## src/hdl/thcm_pkg.sv

```systemverilog
// Shared types, codes and the channel mapping table for the TDC hit monitor.
package thcm_pkg;

  localparam int unsigned ID_BINS  = 16;
  localparam int unsigned IDX_W    = 8;
  localparam int unsigned QDEPTH   = 4;
  localparam int unsigned QPTR_W   = 2;
  localparam logic [10:0] FRAME_ID_RESET = 11'h201;

  localparam logic [2:0] REQ_DATA  = 3'd0;
  localparam logic [2:0] REQ_RD_CH = 3'd1;
  localparam logic [2:0] REQ_RD_PR = 3'd2;
  localparam logic [2:0] REQ_RD_ID = 3'd3;
  localparam logic [2:0] REQ_RD_EV = 3'd4;

  localparam logic [3:0] PID_HIT  = 4'h4;
  localparam logic [3:0] PID_HALF = 4'hc;
  localparam logic [3:0] PID_END  = 4'he;
  localparam logic [1:0] SUB_NONE = 2'd3;

  typedef enum logic [2:0] {
    K_WORD    = 3'd0,
    K_RD_CH   = 3'd1,
    K_RD_PAIR = 3'd2,
    K_RD_PID  = 3'd3,
    K_RD_EV   = 3'd4,
    K_RD_ERR  = 3'd5
  } cmd_kind_t;

  typedef struct packed {
    cmd_kind_t        kind;
    logic [3:0]       pid;
    logic             hit_valid;
    logic             end_evt;
    logic [IDX_W-1:0] idx_a;
    logic [IDX_W-1:0] idx_b;
  } cmd_t;

  function automatic logic [4:0] chan_map(input logic [1:0] sub, input logic [2:0] sel);
    logic [4:0] r;
    r = 5'd0;
    case (sub)
      2'd0: begin
        case (sel)
          3'd0: r = 5'd2;  3'd1: r = 5'd16; 3'd2: r = 5'd9;  3'd3: r = 5'd14;
          3'd4: r = 5'd7;  3'd5: r = 5'd4;  3'd6: r = 5'd11; default: r = 5'd0;
        endcase
      end
      2'd1: begin
        case (sel)
          3'd0: r = 5'd12; 3'd1: r = 5'd23; 3'd2: r = 5'd3;  3'd3: r = 5'd10;
          3'd4: r = 5'd21; 3'd5: r = 5'd19; 3'd6: r = 5'd5;  default: r = 5'd1;
        endcase
      end
      2'd2: begin
        case (sel)
          3'd0: r = 5'd18; 3'd1: r = 5'd20; 3'd2: r = 5'd13; 3'd3: r = 5'd15;
          3'd4: r = 5'd8;  3'd5: r = 5'd22; 3'd6: r = 5'd17; default: r = 5'd6;
        endcase
      end
      default: r = 5'd0;
    endcase
    return r;
  endfunction

endpackage

```

## src/hdl/thcm_front.sv

```systemverilog
// Front end: frame filter, request classification, channel mapping, half selector.
module thcm_front import thcm_pkg::*; #(
  parameter int unsigned CHANNELS = 192
) (
  input  logic        clk,
  input  logic        rst,
  input  logic        cfg_write,
  input  logic [10:0] cfg_data,
  input  logic        in_valid,
  output logic        in_stall,
  input  logic [2:0]  req_type,
  input  logic [10:0] frame_id,
  input  logic [31:0] data_word,
  input  logic [7:0]  index_a,
  input  logic [7:0]  index_b,
  output logic        push,
  output cmd_t        cmd,
  input  logic        full
);

  localparam logic [9:0] NCH  = 10'(CHANNELS);
  localparam logic [9:0] HALF = 10'(CHANNELS / 2);

  logic [10:0] match_frame_id;
  logic        half_select;
  logic        accept;
  logic        keep;
  logic [3:0]  pid;
  logic [3:0]  tdc;
  logic [9:0]  ch;

  assign in_stall = full;
  assign accept   = in_valid && !full;
  assign pid      = data_word[31:28];
  assign tdc      = data_word[27:24];
  assign ch       = 10'(tdc[3:2]) * 10'd24 + 10'(chan_map(tdc[1:0], data_word[23:21]))
                  + (half_select ? HALF : 10'd0);

  always_comb begin
    cmd           = '0;
    cmd.kind      = K_WORD;
    cmd.pid       = pid;
    cmd.idx_a     = index_a;
    cmd.idx_b     = index_b;
    keep          = 1'b1;
    case (req_type)
      REQ_DATA: begin
        keep          = (frame_id == match_frame_id);
        cmd.hit_valid = (pid == PID_HIT) && (tdc[1:0] != SUB_NONE) && (ch < NCH);
        cmd.end_evt   = (pid == PID_END) && (tdc == 4'd0);
        cmd.idx_a     = ch[7:0];
      end
      REQ_RD_CH: cmd.kind = (10'(index_a) < NCH) ? K_RD_CH : K_RD_ERR;
      REQ_RD_PR: cmd.kind = (10'(index_a) < NCH && 10'(index_b) < NCH) ? K_RD_PAIR : K_RD_ERR;
      REQ_RD_ID: cmd.kind = (index_a < 8'(ID_BINS)) ? K_RD_PID : K_RD_ERR;
      REQ_RD_EV: cmd.kind = K_RD_EV;
      default:   keep = 1'b0;
    endcase
  end

  assign push = accept && keep;

  always_ff @(posedge clk) begin
    if (rst) begin
      match_frame_id <= FRAME_ID_RESET;
      half_select    <= 1'b1;
    end else begin
      if (cfg_write) match_frame_id <= cfg_data;
      if (push && cmd.kind == K_WORD && pid == PID_HALF) half_select <= data_word[0];
    end
  end

endmodule

```

## config.mk

```make
export PLATFORM = sky130hd
export DESIGN_NAME = thcm_front
export DESIGN_NICKNAME = d
export VERILOG_FILES = /design/src/hdl/thcm_pkg.sv /design/src/hdl/thcm_front.sv
export SDC_FILE = /design/constraint.sdc
export NUM_CORES = 1
export LEC_CHECK = 0
export CAP_MARGIN = 5
export CORE_MARGIN = 2
export CORE_UTILIZATION = 34
export CTS_BUF_LIST = sky130_fd_sc_hd__clkbuf_4 sky130_fd_sc_hd__clkbuf_8 sky130_fd_sc_hd__clkbuf_16
export DETAILED_ROUTE_END_ITERATION = 7
export DONT_BUFFER_PORTS = 1
export GPL_ROUTABILITY_DRIVEN = 0
export PLACE_DENSITY = 0.46
export SYNTH_ARGS = -nofsm -noshare
export SYNTH_HDL_FRONTEND = slang
export SYNTH_SLANG_ARGS = --single-unit
```

## constraint.sdc

```tcl
create_clock -name clk -period 3.25 [get_ports clk]
set_input_delay 0.325 -clock clk [delete_from_list [all_inputs] [get_ports clk]]
set_output_delay 0.325 -clock clk [all_outputs]
set_load 0.01 [all_outputs]
```

Word-level counts from Yosys, hierarchy flattened

Index checks and enable logic that the tools add are counted.

$add $sub $neg: 2
$mul: 1
Order comparisons: 4
Eq/ne operators: 17
Muxes and demuxes: 11
Reduce and logical (&&, ||, !) cells: 15

Operators with widths:

| operator            | number |
|---|---|
| $pmux 5 s7          | 3 |
| $lt 8x8->1 const B  | 2 |
| $pmux 5 s3          | 1 |
| $eq 3x2->1 const B  | 4 |
| $eq 3x3->1 const B  | 4 |
| $pmux 3 s4          | 1 |
| $eq 11x11->1        | 1 |
| $mux 10             | 1 |
| $add 8x7->9         | 1 |
| $logic_not 3->1     | 3 |
| $lt 9x8->1 const B  | 1 |
| $mux 3              | 3 |
| $add 7x5->8         | 1 |
| $eq 4x4->1 const B  | 2 |
| $logic_and 1x1->1   | 8 |
| $lt 8x5->1 const B  | 1 |
| $mux 7              | 1 |
| $eq 3x1->1 const B  | 2 |
| $eq 4x3->1 const B  | 1 |
| $logic_not 4->1     | 1 |
| $mul 2x2->4 const B | 1 |
| $reduce_or 4->1     | 1 |
| $eq 2x1->1 const B  | 1 |
| $eq 2x2->1 const B  | 1 |
| other kinds (4)     | 4 |

Flip-flop bits (word level): 12
Bits of input ports: 78
Word-level logic and storage cells: 52

Logic depth before layout (Yosys ltp)

Depth after elaboration: 8
Depth in mapped cells: 12
Mapped depth without buffers: 11

Worst setup path before layout

OpenSTA, ideal clock, no wires.

Path kind: input -> output
Start point: input port data_word[21]
End point: output port cmd[14] (netlist name)
Arrival: 2.086 ns
Data required time: 2.925 ns
Setup slack: 0.839 ns
Stages on the path: 12
Path buffers: 1
Path through: clkbuf_1 nor2b_1 a21oi_1 nor2_1 a21oi_1 o21ai_0 ha_1 a21o_1 a21oi_1 xnor2_1 nand2_1 nand2_1

RTL lines:

| element         | line             | source |
|---|---|---|
| start, declared | thcm_front.sv:13 | `input logic [31:0] data_word,` |
| end, declared   | thcm_front.sv:17 | `output cmd_t cmd,` |

==> reports/qor_table.md <==
| Quantity | Value |
| --- | --- |
| Status | finished, final reports clean |
| Core area | 3610 um2 |
| Grt met1 use | 17.2% |
| CP required | 2.92 ns |
| Antenna violations before repair | 0 |
| R2r endpoint | half_select |
| Top cell by count, worst path | a21oi_1 |
| Clock edge transition at the registers on the reported setup and hold paths | 0.05 ns |
| Fraction of the mapped netlist area in adder cells | 8.56% |
| Worst hold slack | 0.151 ns |
| Global routing usage on met3 | 6.42% |
| Detailed Place HPWL | 2320 um |
| Mean area per synthesized cell | 7.44 um2 |
| Wire length of the first global-routing pass | 4440 um |
| Maximum clock insertion buffer count | 2 |
| Rows | 22 |
| Fraction of layout instances using a drive strength above 1 | 3.90% |
| Cells on worst reg2reg path | 5 |
| Residual DRC | 0 |
| Power per cell area | 315 nW/um2 |
| Library cell used as clock root buffer | clkbuf_8 |
| Post-DR wirelength/cell | 14.2 um |
| Setup slack of the most critical reg-to-reg path | 1.73 ns |
| Setup crit start kind | input port |
| DIE HEIGHT | 64.8 um |
| Lkg Pwr | 0.549 nW |
| Number of buffers inserted by post-CTS setup repair | 0 |
| Basic-gate share of the synthesized area counting and, or, nand and nor cells | 26.7% |
| Portion of the post-synthesis area used by sequential elements | 19.1% |
| Post-CTS Resized | 0 |
| Starting utilization of the core area | 34.9% |
| Die width | 64.8 um |
| Largest stage delay on the critical path | 0.47 ns |
| Residual overflow from global routing | 0 |
| Clk sink count | 12 |
| Hold Buf Count CTS | 0 |
| Startpoint of the worst-slack reg-to-reg timing path | match_frame_id[3] |
| DR vias/cell | 5.23 |
| Synthesized netlist net count | 255 |
| Cell count after placement | 199 |
| Pin count of the biggest net entering global routing | 17 |
| Final setup TNS | 0 ns |
| Worst slew margin | 72.7% |
| Layout overhead on the synthesized area | -0.895% |
| Combined global-route utilization of all metal layers | 13.4% |
| Die area | 4200 um2 |
| Synthesized area | 1260 um2 |
| Share of the clock period used by the worst path | 72.3% |
| Hold violation total from the final report | 0 |
| Setup repair after global routing missed its margin | no |
| Maximum fanout along the worst path | 11 |
| Deepest level of the CTS H-tree | 1 |
| I/O pin count | 105 |
| Critical-path top delay cell | fa_1 |
| Critical hold path startpoint | rst |
| Post-synthesis compound-gate area fraction | 16.5% |
| Synthesized netlist cell count | 169 |
| Final standard cell utilization of the core | 34.6% |
| Main combinational cell family by area after synthesis | simple AND/OR/NAND/NOR gates |
| Number of fillers in the final layout | 389 |
| Detailed-routing iteration count for the pre-antenna-repair pass | 4 |
| Vias after detailed routing | 1,056 |
| TritonCTS clock tree | done |
| Total power | 0.392 mW |
| Total of endpoints with negative setup slack in the final report | 0 |
| Routed Wire Length | 2860 um |
| Worst hold-check path type | input port to flip-flop |
| CP arrival | 2.03 ns |
| Worst setup path class | input port to output pin |
| Most Used Layer, Global Route | met2 |
| Hold Path Stages | 1 |
| Multiplexer share of the synthesized area | 9.65% |
| Register bit total from synthesis | 12 |
| Clock buffer count from CTS | 3 |
| Post-Synth XOR/XNOR Area | 9.05% |
| DRT iter0 DRCs | 79 |
| Worst Max-Slew Pin Slew | 0.406 ns |
| Cells along the critical path | nand2b_1, a21oi_1, nor2_1, a21oi_1, o21ai_0, fa_1, a21o_1, a21o_1, a21oi_1 |
| Count of non-filler cells in the finished layout | 202 |
| Count of yosys warnings during synthesis | 0 |
| Max frequency | 0.425 GHz |
| Maxcap violations | 0 |
| Final critical delay including setup and external delays | 2.35 ns |
| Worst VDD drop | 0.000225 V |
| Worst clock skew | 0.00191 ns |
| Skew-Pair Late Insertion Delay | 0.24 ns |
| Hold Crit Endpoint | match_frame_id[6] |
| Nets | 242 |
| Vias in the first global route | 960 |
| IO buf count | 0 |
| Yosys cell types | 34 |
| Antenna Diode Count | 0 |
| Endpoint class of the critical path | output pin |
| Post-DRT Antenna Nets | 0 |
| Met2 track demand over resource in global routing | 20.6% |
| Pins over their slew limit | 0 |
## stage by stage
stage          setup WS (ns)  cell area, um2
6_report               0.900            1250
5_1_grt                0.664            1250
4_1_cts                0.859            1250
3_5_place_dp           0.870            1200
3_3_place_gp           0.908            1200
2_1_floorplan          0.839            1260
## report_power, final
| group | switching (mW) | internal (mW) | total, mW | leakage [nW] |
|---|---|---|---|---|
| Clock | 0.0514 | 0.0814 | 0.133 | 0.0216 |
| Sequential | 0.00497 | 0.156 | 0.161 | 0.0991 |
| Combinational | 0.0492 | 0.0495 | 0.0987 | 0.428 |
## cell type report
class,count,area [um2],share of cell area (%)
sequential,12,240,19.3
clock buffer,3,41.3,3.31
tap,48,60.1,4.82
timing repair buffer,1,7.51,0.602
inverter,3,11.3,0.904
multi-input combinational,135,886,71.1
## logic make-up (layout without fill, tap and decap cells)
| kind of cell | after synthesis | after routing |
|---|---|---|
| mux | 12 | 12 |
| buf+inv | 22 | 7 |
| simple gates | 70 | 70 |
| compound gates | 32 | 32 |
| fa+ha+maj | 8 | 8 |
| flops | 12 | 12 |
| xor+xnor | 13 | 13 |
## worst max-delay path: cells and delay by family
family	cells	cell delay, ns
AO/OA/AOI/OAI	6	1.03
adder cells (fa/ha/maj)	1	0.47
AND/OR/NAND/NOR	2	0.20
## placed cells by master, fill, tap and decap left out
| master | n |
|---|---|
| mux2_2 | 1 |
| a21o_1 | 4 |
| nor3b_1 | 2 |
| nand3b_1 | 1 |
| a211o_1 | 3 |
| xor2_1 | 11 |
| nor2b_1 | 8 |
| a21oi_1 | 8 |
| nand2_1 | 20 |
| a22oi_1 | 1 |
| a211oi_1 | 1 |
| ha_1 | 7 |
| fa_1 | 1 |
| a2111o_1 | 1 |
| clkbuf_8 | 3 |
| inv_1 | 3 |
| mux2i_1 | 11 |
| nand3_1 | 2 |
| o32ai_1 | 1 |
| o21ai_0 | 9 |
| nor4_1 | 3 |
| nand4_1 | 2 |
| o22ai_1 | 1 |
| or3_4 | 1 |
| o21a_1 | 2 |
| nand2b_1 | 4 |
| nor2_1 | 23 |
| buf_4 | 1 |
| nand4b_1 | 1 |
| dfxtp_1 | 12 |
| nor3_1 | 3 |
| xnor2_1 | 2 |
| a221o_1 | 1 |
## worst max path at each step
stage / startpoint / endpoint
floorplan: data_word[21] / cmd[14]
global placement: data_word[21] / cmd[17]
detailed placement: data_word[21] / cmd[17]
CTS: data_word[21] / cmd[17]
global route: data_word[21] / cmd[17]
finish: data_word[21] / cmd[17]
## Yosys cell counts
cell | n | area (um2)
nor3_1 | 3 | 15.0
nand3_1 | 2 | 10.0
fa_1 | 1 | 20.0
xor2_1 | 11 | 96.3
nor2b_1 | 8 | 50.1
nor4_1 | 3 | 18.8
mux2i_1 | 11 | 110
a211o_1 | 3 | 26.3
xnor2_1 | 2 | 17.5
a2111o_1 | 1 | 11.3
nor2_1 | 23 | 86.3
nand4_1 | 2 | 12.5
inv_1 | 3 | 11.3
o21a_1 | 2 | 15.0
mux2_2 | 1 | 11.3
o32ai_1 | 1 | 8.76
ha_1 | 7 | 87.6
a22oi_1 | 1 | 7.51
or3_4 | 1 | 11.3
nand4b_1 | 1 | 8.76
nor3b_1 | 2 | 15.0
nand2b_1 | 4 | 25.0
o22ai_1 | 1 | 6.26
o21ai_0 | 9 | 45.0
a211oi_1 | 1 | 7.51
buf_4 | 13 | 97.6
buf_1 | 1 | 3.75
a21o_1 | 4 | 30.0
nand3b_1 | 1 | 7.51
a21oi_1 | 8 | 40.0
clkbuf_1 | 5 | 18.8
dfxtp_1 | 12 | 240
a221o_1 | 1 | 10.0
nand2_1 | 20 | 75.1
## state kept, by name, summed over array words and instances (netlist names)
| register | cells |
|---|---|
| half_select | 1 |
| match_frame_id | 11 |
## per-layer routing
metal  wire length [um]  share of wire (%)  up-vias
li1                   -                  -      539
met1               1220                 43      472
met2               1320                 46       41
met3                301                 11        4
met4                 25               0.87        0
met5                  0                  0        -
Note: power is estimated with default switching activity, not from simulation.
