===== src/hdl/thcm_pkg.sv =====
// Shared types, codes and the channel mapping table for the TDC hit monitor.
package thcm_pkg;

  localparam int unsigned ID_BINS  = 16;
  localparam int unsigned IDX_W    = 8;
  localparam int unsigned QDEPTH   = 4;
  localparam int unsigned QPTR_W   = 2;
  localparam logic [10:0] FRAME_ID_RESET = 11'h201;

  localparam logic [2:0] REQ_DATA  = 3'd0;
  localparam logic [2:0] REQ_RD_CH = 3'd1;
  localparam logic [2:0] REQ_RD_PR = 3'd2;
  localparam logic [2:0] REQ_RD_ID = 3'd3;
  localparam logic [2:0] REQ_RD_EV = 3'd4;

  localparam logic [3:0] PID_HIT  = 4'h4;
  localparam logic [3:0] PID_HALF = 4'hc;
  localparam logic [3:0] PID_END  = 4'he;
  localparam logic [1:0] SUB_NONE = 2'd3;

  typedef enum logic [2:0] {
    K_WORD    = 3'd0,
    K_RD_CH   = 3'd1,
    K_RD_PAIR = 3'd2,
    K_RD_PID  = 3'd3,
    K_RD_EV   = 3'd4,
    K_RD_ERR  = 3'd5
  } cmd_kind_t;

  typedef struct packed {
    cmd_kind_t        kind;
    logic [3:0]       pid;
    logic             hit_valid;
    logic             end_evt;
    logic [IDX_W-1:0] idx_a;
    logic [IDX_W-1:0] idx_b;
  } cmd_t;

  function automatic logic [4:0] chan_map(input logic [1:0] sub, input logic [2:0] sel);
    logic [4:0] r;
    r = 5'd0;
    case (sub)
      2'd0: begin
        case (sel)
          3'd0: r = 5'd2;  3'd1: r = 5'd16; 3'd2: r = 5'd9;  3'd3: r = 5'd14;
          3'd4: r = 5'd7;  3'd5: r = 5'd4;  3'd6: r = 5'd11; default: r = 5'd0;
        endcase
      end
      2'd1: begin
        case (sel)
          3'd0: r = 5'd12; 3'd1: r = 5'd23; 3'd2: r = 5'd3;  3'd3: r = 5'd10;
          3'd4: r = 5'd21; 3'd5: r = 5'd19; 3'd6: r = 5'd5;  default: r = 5'd1;
        endcase
      end
      2'd2: begin
        case (sel)
          3'd0: r = 5'd18; 3'd1: r = 5'd20; 3'd2: r = 5'd13; 3'd3: r = 5'd15;
          3'd4: r = 5'd8;  3'd5: r = 5'd22; 3'd6: r = 5'd17; default: r = 5'd6;
        endcase
      end
      default: r = 5'd0;
    endcase
    return r;
  endfunction

endpackage


===== src/hdl/thcm_queue.sv =====
// Short command queue between front end and counter engine.
module thcm_queue import thcm_pkg::*; (
  input  logic clk,
  input  logic rst,
  input  logic push,
  input  cmd_t push_cmd,
  output logic full,
  input  logic pop,
  output cmd_t head,
  output logic empty
);

  cmd_t              slots [QDEPTH];
  logic [QPTR_W-1:0] wr_ptr;
  logic [QPTR_W-1:0] rd_ptr;
  logic [QPTR_W:0]   cnt;

  assign full  = (cnt == (QPTR_W+1)'(QDEPTH));
  assign empty = (cnt == '0);
  assign head  = slots[rd_ptr];

  always_ff @(posedge clk) begin
    if (push && !full) slots[wr_ptr] <= push_cmd;
  end

  always_ff @(posedge clk) begin
    if (rst) begin
      wr_ptr <= '0;
      rd_ptr <= '0;
      cnt    <= '0;
    end else begin
      if (push && !full) wr_ptr <= wr_ptr + 1'b1;
      if (pop && !empty) rd_ptr <= rd_ptr + 1'b1;
      cnt <= cnt + (QPTR_W+1)'(push && !full) - (QPTR_W+1)'(pop && !empty);
    end
  end

  a_no_overflow: assert property (@(posedge clk) disable iff (rst)
    cnt <= (QPTR_W+1)'(QDEPTH)) else $error("queue count out of range");
  a_pop_nonempty: assert property (@(posedge clk) disable iff (rst)
    pop |-> !empty) else $error("pop from empty queue");
  a_push_notfull: assert property (@(posedge clk) disable iff (rst)
    push |-> !full) else $error("push into full queue");

endmodule


===== config.mk =====
export PLATFORM = sky130hd
export DESIGN_NAME = thcm_queue
export DESIGN_NICKNAME = d
export VERILOG_FILES = /design/src/hdl/thcm_pkg.sv /design/src/hdl/thcm_queue.sv
export SDC_FILE = /design/constraint.sdc
export NUM_CORES = 1
export LEC_CHECK = 0
export ABC_AREA = 1
export CAP_MARGIN = 10
export CORE_AREA = 2 2 123 125
export CTS_CLUSTER_DIAMETER = 200
export DETAILED_ROUTE_END_ITERATION = 10
export DIE_AREA = 0 0 125 127
export DONT_BUFFER_PORTS = 1
export PLACE_DENSITY_LB_ADDON = 0.05
export SLEW_MARGIN = 10
export SYNTH_ARGS = -nofsm -noshare
export SYNTH_HDL_FRONTEND = slang
export SYNTH_SLANG_ARGS = --single-unit

===== constraint.sdc =====
create_clock -name clk -period 3.25 [get_ports clk]
set_input_delay 0.4875 -clock clk [delete_from_list [all_inputs] [get_ports clk]]
set_output_delay 0.4875 -clock clk [all_outputs]
set_load 0.01 [all_outputs]

Word-level counts from Yosys, hierarchy flattened
Memory sizes are Yosys's and may differ from the RTL's. A register that Yosys moved wholly into a read port is not among the register bits. Index checks and enable logic that the tools add are counted.

Flip-flop bits (word level): 7. Bits in latches: 0. RAM bits: 100. Bits in read-only memories: 0. Bits of input ports: 29. Output and inout bits: 27. Memories: 1.

Memory list: slots (words 4, bits a word 25, rd ports 1, clocked after Yosys merged registers in 1, write ports 1, RTL line thcm_queue.sv:13) `cmd_t slots [QDEPTH];`.

Add/sub/neg operators: 4. Multiply operators: 0. Div/mod/pow operators: 0. $lt $le $gt $ge: 0. Equal/unequal tests: 1. Shifts and indexed selects: 0. Mux-type cells: 4. Bitwise operators: 0. Reductions and logical operators: 5.

Operator list (number): $add A2 B1 Y2 const B (2); $mux W2 (2); $add A3 B1 Y3 (1); $eq A3 B3 Y1 const B (1); $logic_not A3 Y1 (1); $sub A3 B1 Y3 (1); $logic_and A1 B1 Y1 (2); $logic_not A1 Y1 (2); $mux W1 (2).

Logic depth before layout (Yosys ltp)
Gate-level depths: netlist of the first run.

Depth in word-level cells: 5. Depth in mapped cells: 11. Depth with buffers taken out: 11.

Least setup slack after synthesis of the first run
OpenSTA, ideal clock, no wires.

Path type: register to register. From: register cnt[1]. To: memory slots[0][0] in the netlist's numbering (enable). Arrival: 1.721 ns. Data required time: 2.843 ns. Setup slack: 1.123 ns. Stages on the path, launching flop included: 5. Path buffers: 0. Cell sequence: dfxtp_1 -> nor2_1 -> nand2_1 -> nand2_1 -> nor2_1.

Longest elaborated chain between the ends: 5.

Ends and longest elaborated chain: from (decl) (RTL line thcm_queue.sv:16) `logic [QPTR_W:0] cnt;`; from (signal assigned) (RTL line thcm_queue.sv:34) `cnt <= cnt + (QPTR_W+1)'(push && !full) - (QPTR_W+1)'(pop && !empty);`; $eq A3 B3 Y1 (RTL line thcm_queue.sv:18) `assign full = (cnt == (QPTR_W+1)'(QDEPTH));`; $logic_not A1 Y1 (RTL line thcm_queue.sv:23) `if (push && !full) slots[wr_ptr] <= push_cmd;`; $logic_and A1 B1 Y1 (RTL line thcm_queue.sv:23); $mux W1 (RTL line thcm_queue.sv:23); $mux W1 (implied by the code) (RTL line thcm_queue.sv:23); to (decl) (RTL line thcm_queue.sv:13).

No other way between the ends.

==> results of run 1 <==
-- power breakdown --
part           internal, W  switching [W]
Clock             0.000600       0.000504
Combinational     0.000218       0.000596
Sequential         0.00171      0.0000760
Total              0.00253        0.00118
-- how the worst max path moves through the flow --
stage                            end               from  cells past startpoint  slack, ns
6_report                    head[10]          flip-flop                      3       0.79
5_1_grt                     head[19]          flip-flop                      3       0.64
4_1_cts                     head[20]          flip-flop                      3       0.73
3_5_place_dp       cnt[2]$_SDFF_PP0_  cnt[1]$_SDFF_PP0_                     10       1.11
3_3_place_gp                head[20]          flip-flop                      3       1.13
2_1_floorplan  slots[0][0]$_DFFE_PP_  cnt[1]$_SDFF_PP0_                      4       1.12
-- routing by layer --
metal  track usage  vias to the layer above  part of all wire
li1              -                     1119                 -
met1         0.152                     1151              0.45
met2         0.195                       49              0.48
met3        0.0536                        8             0.060
met4        0.0373                        0             0.012
met5             0                        -                 0
-- cell usage after synthesis (all sizes together) --
| master | n |
|---|---|
| dfxtp | 9 |
| nand3 | 4 |
| nand2 | 12 |
| buf | 15 |
| inv | 20 |
| fa | 1 |
| edfxtp | 100 |
| o21ai | 50 |
| a21oi | 5 |
| ha | 6 |
| nor2 | 64 |
| o22ai | 25 |
-- registers in the layout, indices dropped and copies added, names as in the netlist, named ones only --
| register | cells |
|---|---|
| slots | 100 |
| wr_ptr | 2 |
| rd_ptr | 2 |
| cnt | 3 |
-- logic make-up (layout without fill, tap and decap cells) --
kind of cell,Yosys count,count (layout),share of synthesized area
AOI/OAI and AO/OA,80,80,0.118
adders and majority gates,7,7,0.0222
buffers and inverters,35,42,0.0472
DFF,109,109,0.741
and+or+nand+nor,80,80,0.0711
-- critical path, cell delays in order (launching register included) --
cell and delay [ns]:
sky130_fd_sc_hd__dfxtp_1 0.47, sky130_fd_sc_hd__inv_2 0.65, sky130_fd_sc_hd__o21ai_2 0.10, sky130_fd_sc_hd__o22ai_1 0.38
-- metrics by stage --
stage          instance area, µm²  hold slack (ns)  setup slack, ns  power, W  instances
6_report                     4780            0.199            0.793   0.00371        502
5_1_grt                      4780            0.177            0.644   0.00393        502
4_1_cts                      4780            0.182            0.726   0.00378        502
3_5_place_dp                 4470            0.480             1.11   0.00267        486
3_3_place_gp                 4470            0.474             1.13   0.00268        486
2_1_floorplan                4290            0.448             1.12   0.00246        311
-- layout make-up --
type	count	area, µm²	share of cell area
well taps	184	230	0.0482
inverters	20	77.6	0.0162
flip-flops and latches	109	3180	0.667
clock buffers	9	225	0.0472
multi-input cells	167	937	0.196
repair buffers	6	45.0	0.00943
clock inverters	7	76.3	0.0160
==> out/qor.csv, run 1 <==
stage,metric,value,unit
clock_tree,cts_setup_buffers,0,
clock_tree,clock_buffer_count_from_cts,9,
layout,drive_gt1_frac,0.154,
grt,grt_max_degree,51,
critical_path,worst-setup-path-type,flip-flop to output port,
place,io_buffers,0,
power,max-vdd-ir-drop,0.273,mV
clock_tree,clock_pin_slew_worst_setup_and_hold_paths,0.07,ns
floorplan,num_io_pins,56,
floorplan,initial_core_util,0.298,
timing,period_minus_slack,2.46,ns
layout,antenna_cells_inserted,0,
timing,worst_clock_skew,0.00609,ns
clock_tree,cts_tree,built,
layout,fill_cells,1446,
critical_path,cp_max_fo,25,
synth,syn_nets,347,
floorplan,floorplan.die.width,125,µm
clock_tree,post_cts_resize_count,0,
synth,synth_area_leader_cell,sky130_fd_sc_hd__edfxtp_1,
grt,grt_antenna_before_repair,0,
power,p_per_area,777,mW/mm²
detailed_routing,drt-wirelength-per-cell,18.6,µm
layout,final_common_cell,sky130_fd_sc_hd__edfxtp_1,
detailed_routing,avgViaCountPerCell,4.64,
critical_path,worstSetupStartpointType,flip-flop,
job,drv_cap,0,
timing,report.final.slew_viol_count,0,
layout,post_layout_utilization_of_the_core,0.331,
critical_path,timing.critical_path.required,2.76,ns
grt,vias_in_the_first_global_route,2387,
place,dp_hpwl,5410,µm
detailed_routing,route.vias.total,2327,
min_path,hold-path-endpoint,cnt[0]$_SDFF_PP0_,
detailed_routing,ant_nets,0,
timing,max_freq,407,MHz
critical_path,cp_data_arrival_time,1.97,ns
synth,syn_inst,311,
timing,rsz_0062_raised_after_global_routing,false,
clock_tree,ctsHoldBuffers,0,
timing,final.setup.tns,0,ns
critical_path,rr_worst_depth,9,
clock_tree,cts_root_buffer,sky130_fd_sc_hd__clkbuf_16,
detailed_routing,drt_pre_antenna_iters,4,
synth,ys_types,18,
power,cellLeakagePower,1.60,nW
grt,gr-total-overflow,0,
floorplan,total_die_area,0.0159,mm²
synth,synthesis.area,0.00429,mm²
detailed_routing,dr.first_iter.drc_count,133,
critical_path,reg2reg_slack,1.10,ns
min_path,min-delay-path-class,input pin to flip-flop,
grt,globalRouteTotalUtil,0.123,
layout,areaGrowthSynthToFinish,11.3,%
synth,post_synth.cell_area_avg,13.8,µm²
min_path,holdCritStartpoint,rst,
critical_path,critical_path.reg2reg.endpoint,cnt[2]$_SDFF_PP0_,
clock_tree,clock_insertion_delay_worst_skew,0.35,ns
min_path,hold-path-cell-count,1,
clock_tree,clockBufferDepth,2,
synth,yosysTopAreaCellShare,0.700,
run_status,status,"complete, no violations",
detailed_routing,aggregate_routed_wire_length,9320,µm
floorplan,die_h,127,µm
synth,synthesis.yosys.warnings,0,
timing,max_slew.worst_pin.slew,0.785,ns
floorplan,core_area,0.0144,mm²
critical_path,endpoint_kind,output port,
timing,setup_viol_count_final,0,
place,gpl.final_weighted_congestion,0.667,
synth,post_synth_main_area_contributors,"sky130_fd_sc_hd__edfxtp_1, sky130_fd_sc_hd__nor2_1, sky130_fd_sc_hd__dfxtp_1",
floorplan,num_rows,44,
synth,sequential_share_of_the_synthesized_area,0.741,
timing,slew_headroom,0.476,
timing,final.period_utilization,0.756,
grt,grt_pass1_wl,14300,µm
synth,ys_seq_elements,109,
layout,num-nets-final,349,
detailed_routing,number_of_design_rule_violations_left_after_detail_routing,0,
clock_tree,tritoncts_num_sinks,109,
timing,timing_hold_violations_final,0,
layout,most-common-layout-cells,"sky130_fd_sc_hd__edfxtp_1, sky130_fd_sc_hd__nor2_1, sky130_fd_sc_hd__o21ai_1, sky130_fd_sc_hd__o22ai_1, sky130_fd_sc_hd__o21ai_2",
clock_tree,htree_num_levels,3,
critical_path,rr_startpoint,cnt[1]$_SDFF_PP0_,
Note: power is estimated with default switching activity, not from simulation.
==> inputs of run 2 (changes only) <==
==> constraint.sdc (replaced) <==
create_clock -name clk -period 2.5 [get_ports clk]
set_input_delay 0.375 -clock clk [delete_from_list [all_inputs] [get_ports clk]]
set_output_delay 0.375 -clock clk [all_outputs]
set_load 0.01 [all_outputs]
==> out/qor.csv, run 2 (same netlist as run 1, synthesis figures left out) <==
stage,metric,value,unit,change
run_status,status,"complete, no violations",,unchanged
grt,grt_max_degree,51,,unchanged
power,p_per_area,1020,mW/mm²,was 777 mW/mm²
layout,fin_cells,509,,was 502
clock_tree,tritoncts_num_sinks,109,,unchanged
clock_tree,clockBufferDepth,2,,unchanged
critical_path,crit_path_max_incr_delay,0.47,ns,was 0.65 ns
detailed_routing,avgViaCountPerCell,4.60,,was 4.64
critical_path,timing.critical_path.required,2.12,ns,was 2.76 ns
grt,grt_pass1_wl,14700,µm,was 14300 µm
power,p_switching,0.00152,W,was 0.00118 W
timing,period_minus_slack,2.14,ns,
grt,globalRouteMet2Util,0.204,,was 0.195
power,internal_power,0.00346,W,was 0.00253 W
floorplan,num_io_pins,56,,unchanged
critical_path,worst-setup-path-type,flip-flop to output port,,unchanged
floorplan,floorplan.die.width,125,µm,unchanged
critical_path,highest_delay_cell_along_the_critical_path,sky130_fd_sc_hd__buf_4,,was sky130_fd_sc_hd__inv_2
timing,max_freq,468,MHz,
floorplan,core_area,0.0144,mm²,unchanged
critical_path,cp_data_arrival_time,1.76,ns,was 1.97 ns
critical_path,rr_startpoint,cnt[1]$_SDFF_PP0_,,unchanged
critical_path,crit_chain,buf_4 -> o21ai_0 -> o22ai_1,,was inv_2 -> o21ai_2 -> o22ai_1
clock_tree,clock_pin_slew_worst_setup_and_hold_paths,0.07,ns,about the same
detailed_routing,drt-wirelength-per-cell,18.3,µm,was 18.6 µm
detailed_routing,route.vias.total,2342,,was 2327
layout,layout_top_registers,"slots (100), cnt (3)",,unchanged
detailed_routing,number_of_design_rule_violations_left_after_detail_routing,0,,unchanged
timing,max_slew.worst_pin.slew,0.632,ns,was 0.785 ns
grt,grt_antenna_before_repair,0,,unchanged
grt,met3_usage,0.0436,,was 0.0536
timing,report.final.slew_viol_count,0,,unchanged
detailed_routing,ant_nets,0,,unchanged
detailed_routing,dr.first_iter.drc_count,124,,was 133
timing,final.setup.tns,0,ns,unchanged
power,cellLeakagePower,1.67,nW,was 1.60 nW
floorplan,num_rows,44,,unchanged
clock_tree,cts_root_buffer,sky130_fd_sc_hd__clkbuf_16,,unchanged
place,numPlacedInstances,493,,was 486
timing,rsz_0062_raised_after_global_routing,false,,unchanged
layout,layout.area.seq,0.00318,mm²,unchanged
power,max-vdd-ir-drop,0.322,mV,was 0.273 mV
detailed_routing,drt_pre_antenna_iters,6,,was 4
grt,gr-usage-met1,0.148,,was 0.152
floorplan,initial_core_util,0.298,,unchanged
grt,gr-total-overflow,0,,unchanged
critical_path,cp_max_fo,50,,was 25
power,power_share_of_the_clock_group,0.311,,was 0.298
clock_tree,clock_insertion_delay_worst_skew,0.35,ns,about the same
grt,vias_in_the_first_global_route,2469,,was 2387
grt,gr-max-usage-layer,met2,,unchanged
critical_path,endpoint_kind,output port,,unchanged
detailed_routing,aggregate_routed_wire_length,9340,µm,was 9320 µm
place,dp_hpwl,5510,µm,was 5410 µm
grt,globalRouteTotalUtil,0.124,,was 0.123
timing,setup_viol_count_final,0,,unchanged
timing,post-route-worst-setup-slack,0.363,ns,was 0.793 ns
timing,final.period_utilization,0.855,,
clock_tree,cts_tree,built,,unchanged
min_path,min-delay-path-class,input pin to flip-flop,,unchanged
layout,num-nets-final,356,,was 349
layout,most-common-layout-cells,"sky130_fd_sc_hd__edfxtp_1, sky130_fd_sc_hd__nor2_1, sky130_fd_sc_hd__o21ai_1, sky130_fd_sc_hd__o22ai_1, sky130_fd_sc_hd__o21ai_2",,unchanged
clock_tree,cts_setup_buffers,0,,unchanged
floorplan,die_h,127,µm,unchanged
layout,largest_reg_flops,100,,unchanged
power,pwr-share-seq,0.460,,was 0.482
job,drv_cap,0,,unchanged
clock_tree,clock_buffer_count_from_cts,9,,unchanged
timing,slew_headroom,0.579,,was 0.476
power,p_comb_frac,0.229,,was 0.220
floorplan,total_die_area,0.0159,mm²,unchanged
timing,worst_clock_skew,0.00502,ns,was 0.00609 ns
power,totalPowerFinal,0.00498,W,was 0.00371 W
layout,areaGrowthSynthToFinish,13.9,%,was 11.3%
min_path,holdCritStartpoint,rst,,unchanged
layout,fill_cells,1418,,was 1446
critical_path,worstSetupStartpointType,flip-flop,,unchanged
place,io_buffers,0,,unchanged
clock_tree,ctsHoldBuffers,0,,unchanged
layout,final_common_cell,sky130_fd_sc_hd__edfxtp_1,,unchanged
place,detailedPlace.worstSlack,0.540,ns,was 1.11 ns
layout,antenna_cells_inserted,0,,unchanged
clock_tree,post_cts_resize_count,0,,unchanged
place,gpl.final_weighted_congestion,0.708,,was 0.667
layout,top_register,slots,,unchanged
clock_tree,htree_num_levels,3,,unchanged
power,netSwitchingFraction,0.305,,was 0.317
timing,timing_hold_violations_final,0,,unchanged
layout,area_of_the_multi_input_gates,937,µm²,unchanged
layout,drive_gt1_frac,0.169,,was 0.154
run 2: worst max-delay path: cells and delay by family, from the launching register on:
family / cells / cell delay, ns
AO/OA/AOI/OAI: 2 / 0.59
buffers and inverters: 1 / 0.47
flip-flops: 1 / 0.35
run 2: path summary, 6_finish.rpt:
kind	cells past startpoint	slack (ns)	to
setup / recovery	3	0.36	head[20]
hold / removal	1	0.08	cnt[0]$_SDFF_PP0_
setup reg to reg	10	0.54	cnt[2]$_SDFF_PP0_
hold reg to reg	2	0.50	rd_ptr[0]$_SDFFE_PP0P_
run 2: power groups by stage:
stage          clock [W]  sequential, W  combinational [W]
5_1_grt          0.00167        0.00232            0.00131
4_1_cts          0.00161        0.00230            0.00119
3_3_place_gp           0        0.00234            0.00118
3_5_place_dp           0        0.00234            0.00119
6_report         0.00155        0.00229            0.00114
2_1_floorplan          0        0.00233           0.000873
run 2: per-stage QoR:
step / utilization / area, µm² / hold WS, ns
6_report: 0.339 / 4890 / 0.0840
5_1_grt: 0.339 / 4890 / 0.0719
3_5_place_dp: 0.316 / 4560 / 0.452
3_3_place_gp: 0.316 / 4560 / 0.448
4_1_cts: 0.339 / 4890 / 0.0702
2_1_floorplan: - / 4290 / 0.446
run 2: layout make-up:
| cell class | count | share of cell area |
|---|---|---|
| Clock buffer | 11 | 0.0497 |
| Clock inverter | 5 | 0.0166 |
| Inverter | 20 | 0.0159 |
| Multi-Input combinational cell | 167 | 0.192 |
| Sequential cell | 109 | 0.651 |
| Tap cell | 184 | 0.0471 |
| Timing Repair Buffer | 13 | 0.0276 |
run 2: routing by layer:
layer  up-vias  routed length, µm
met5         -                  0
met4         0                201
met3        13                589
met2        48               4520
met1      1141               4030
li1       1140                  -
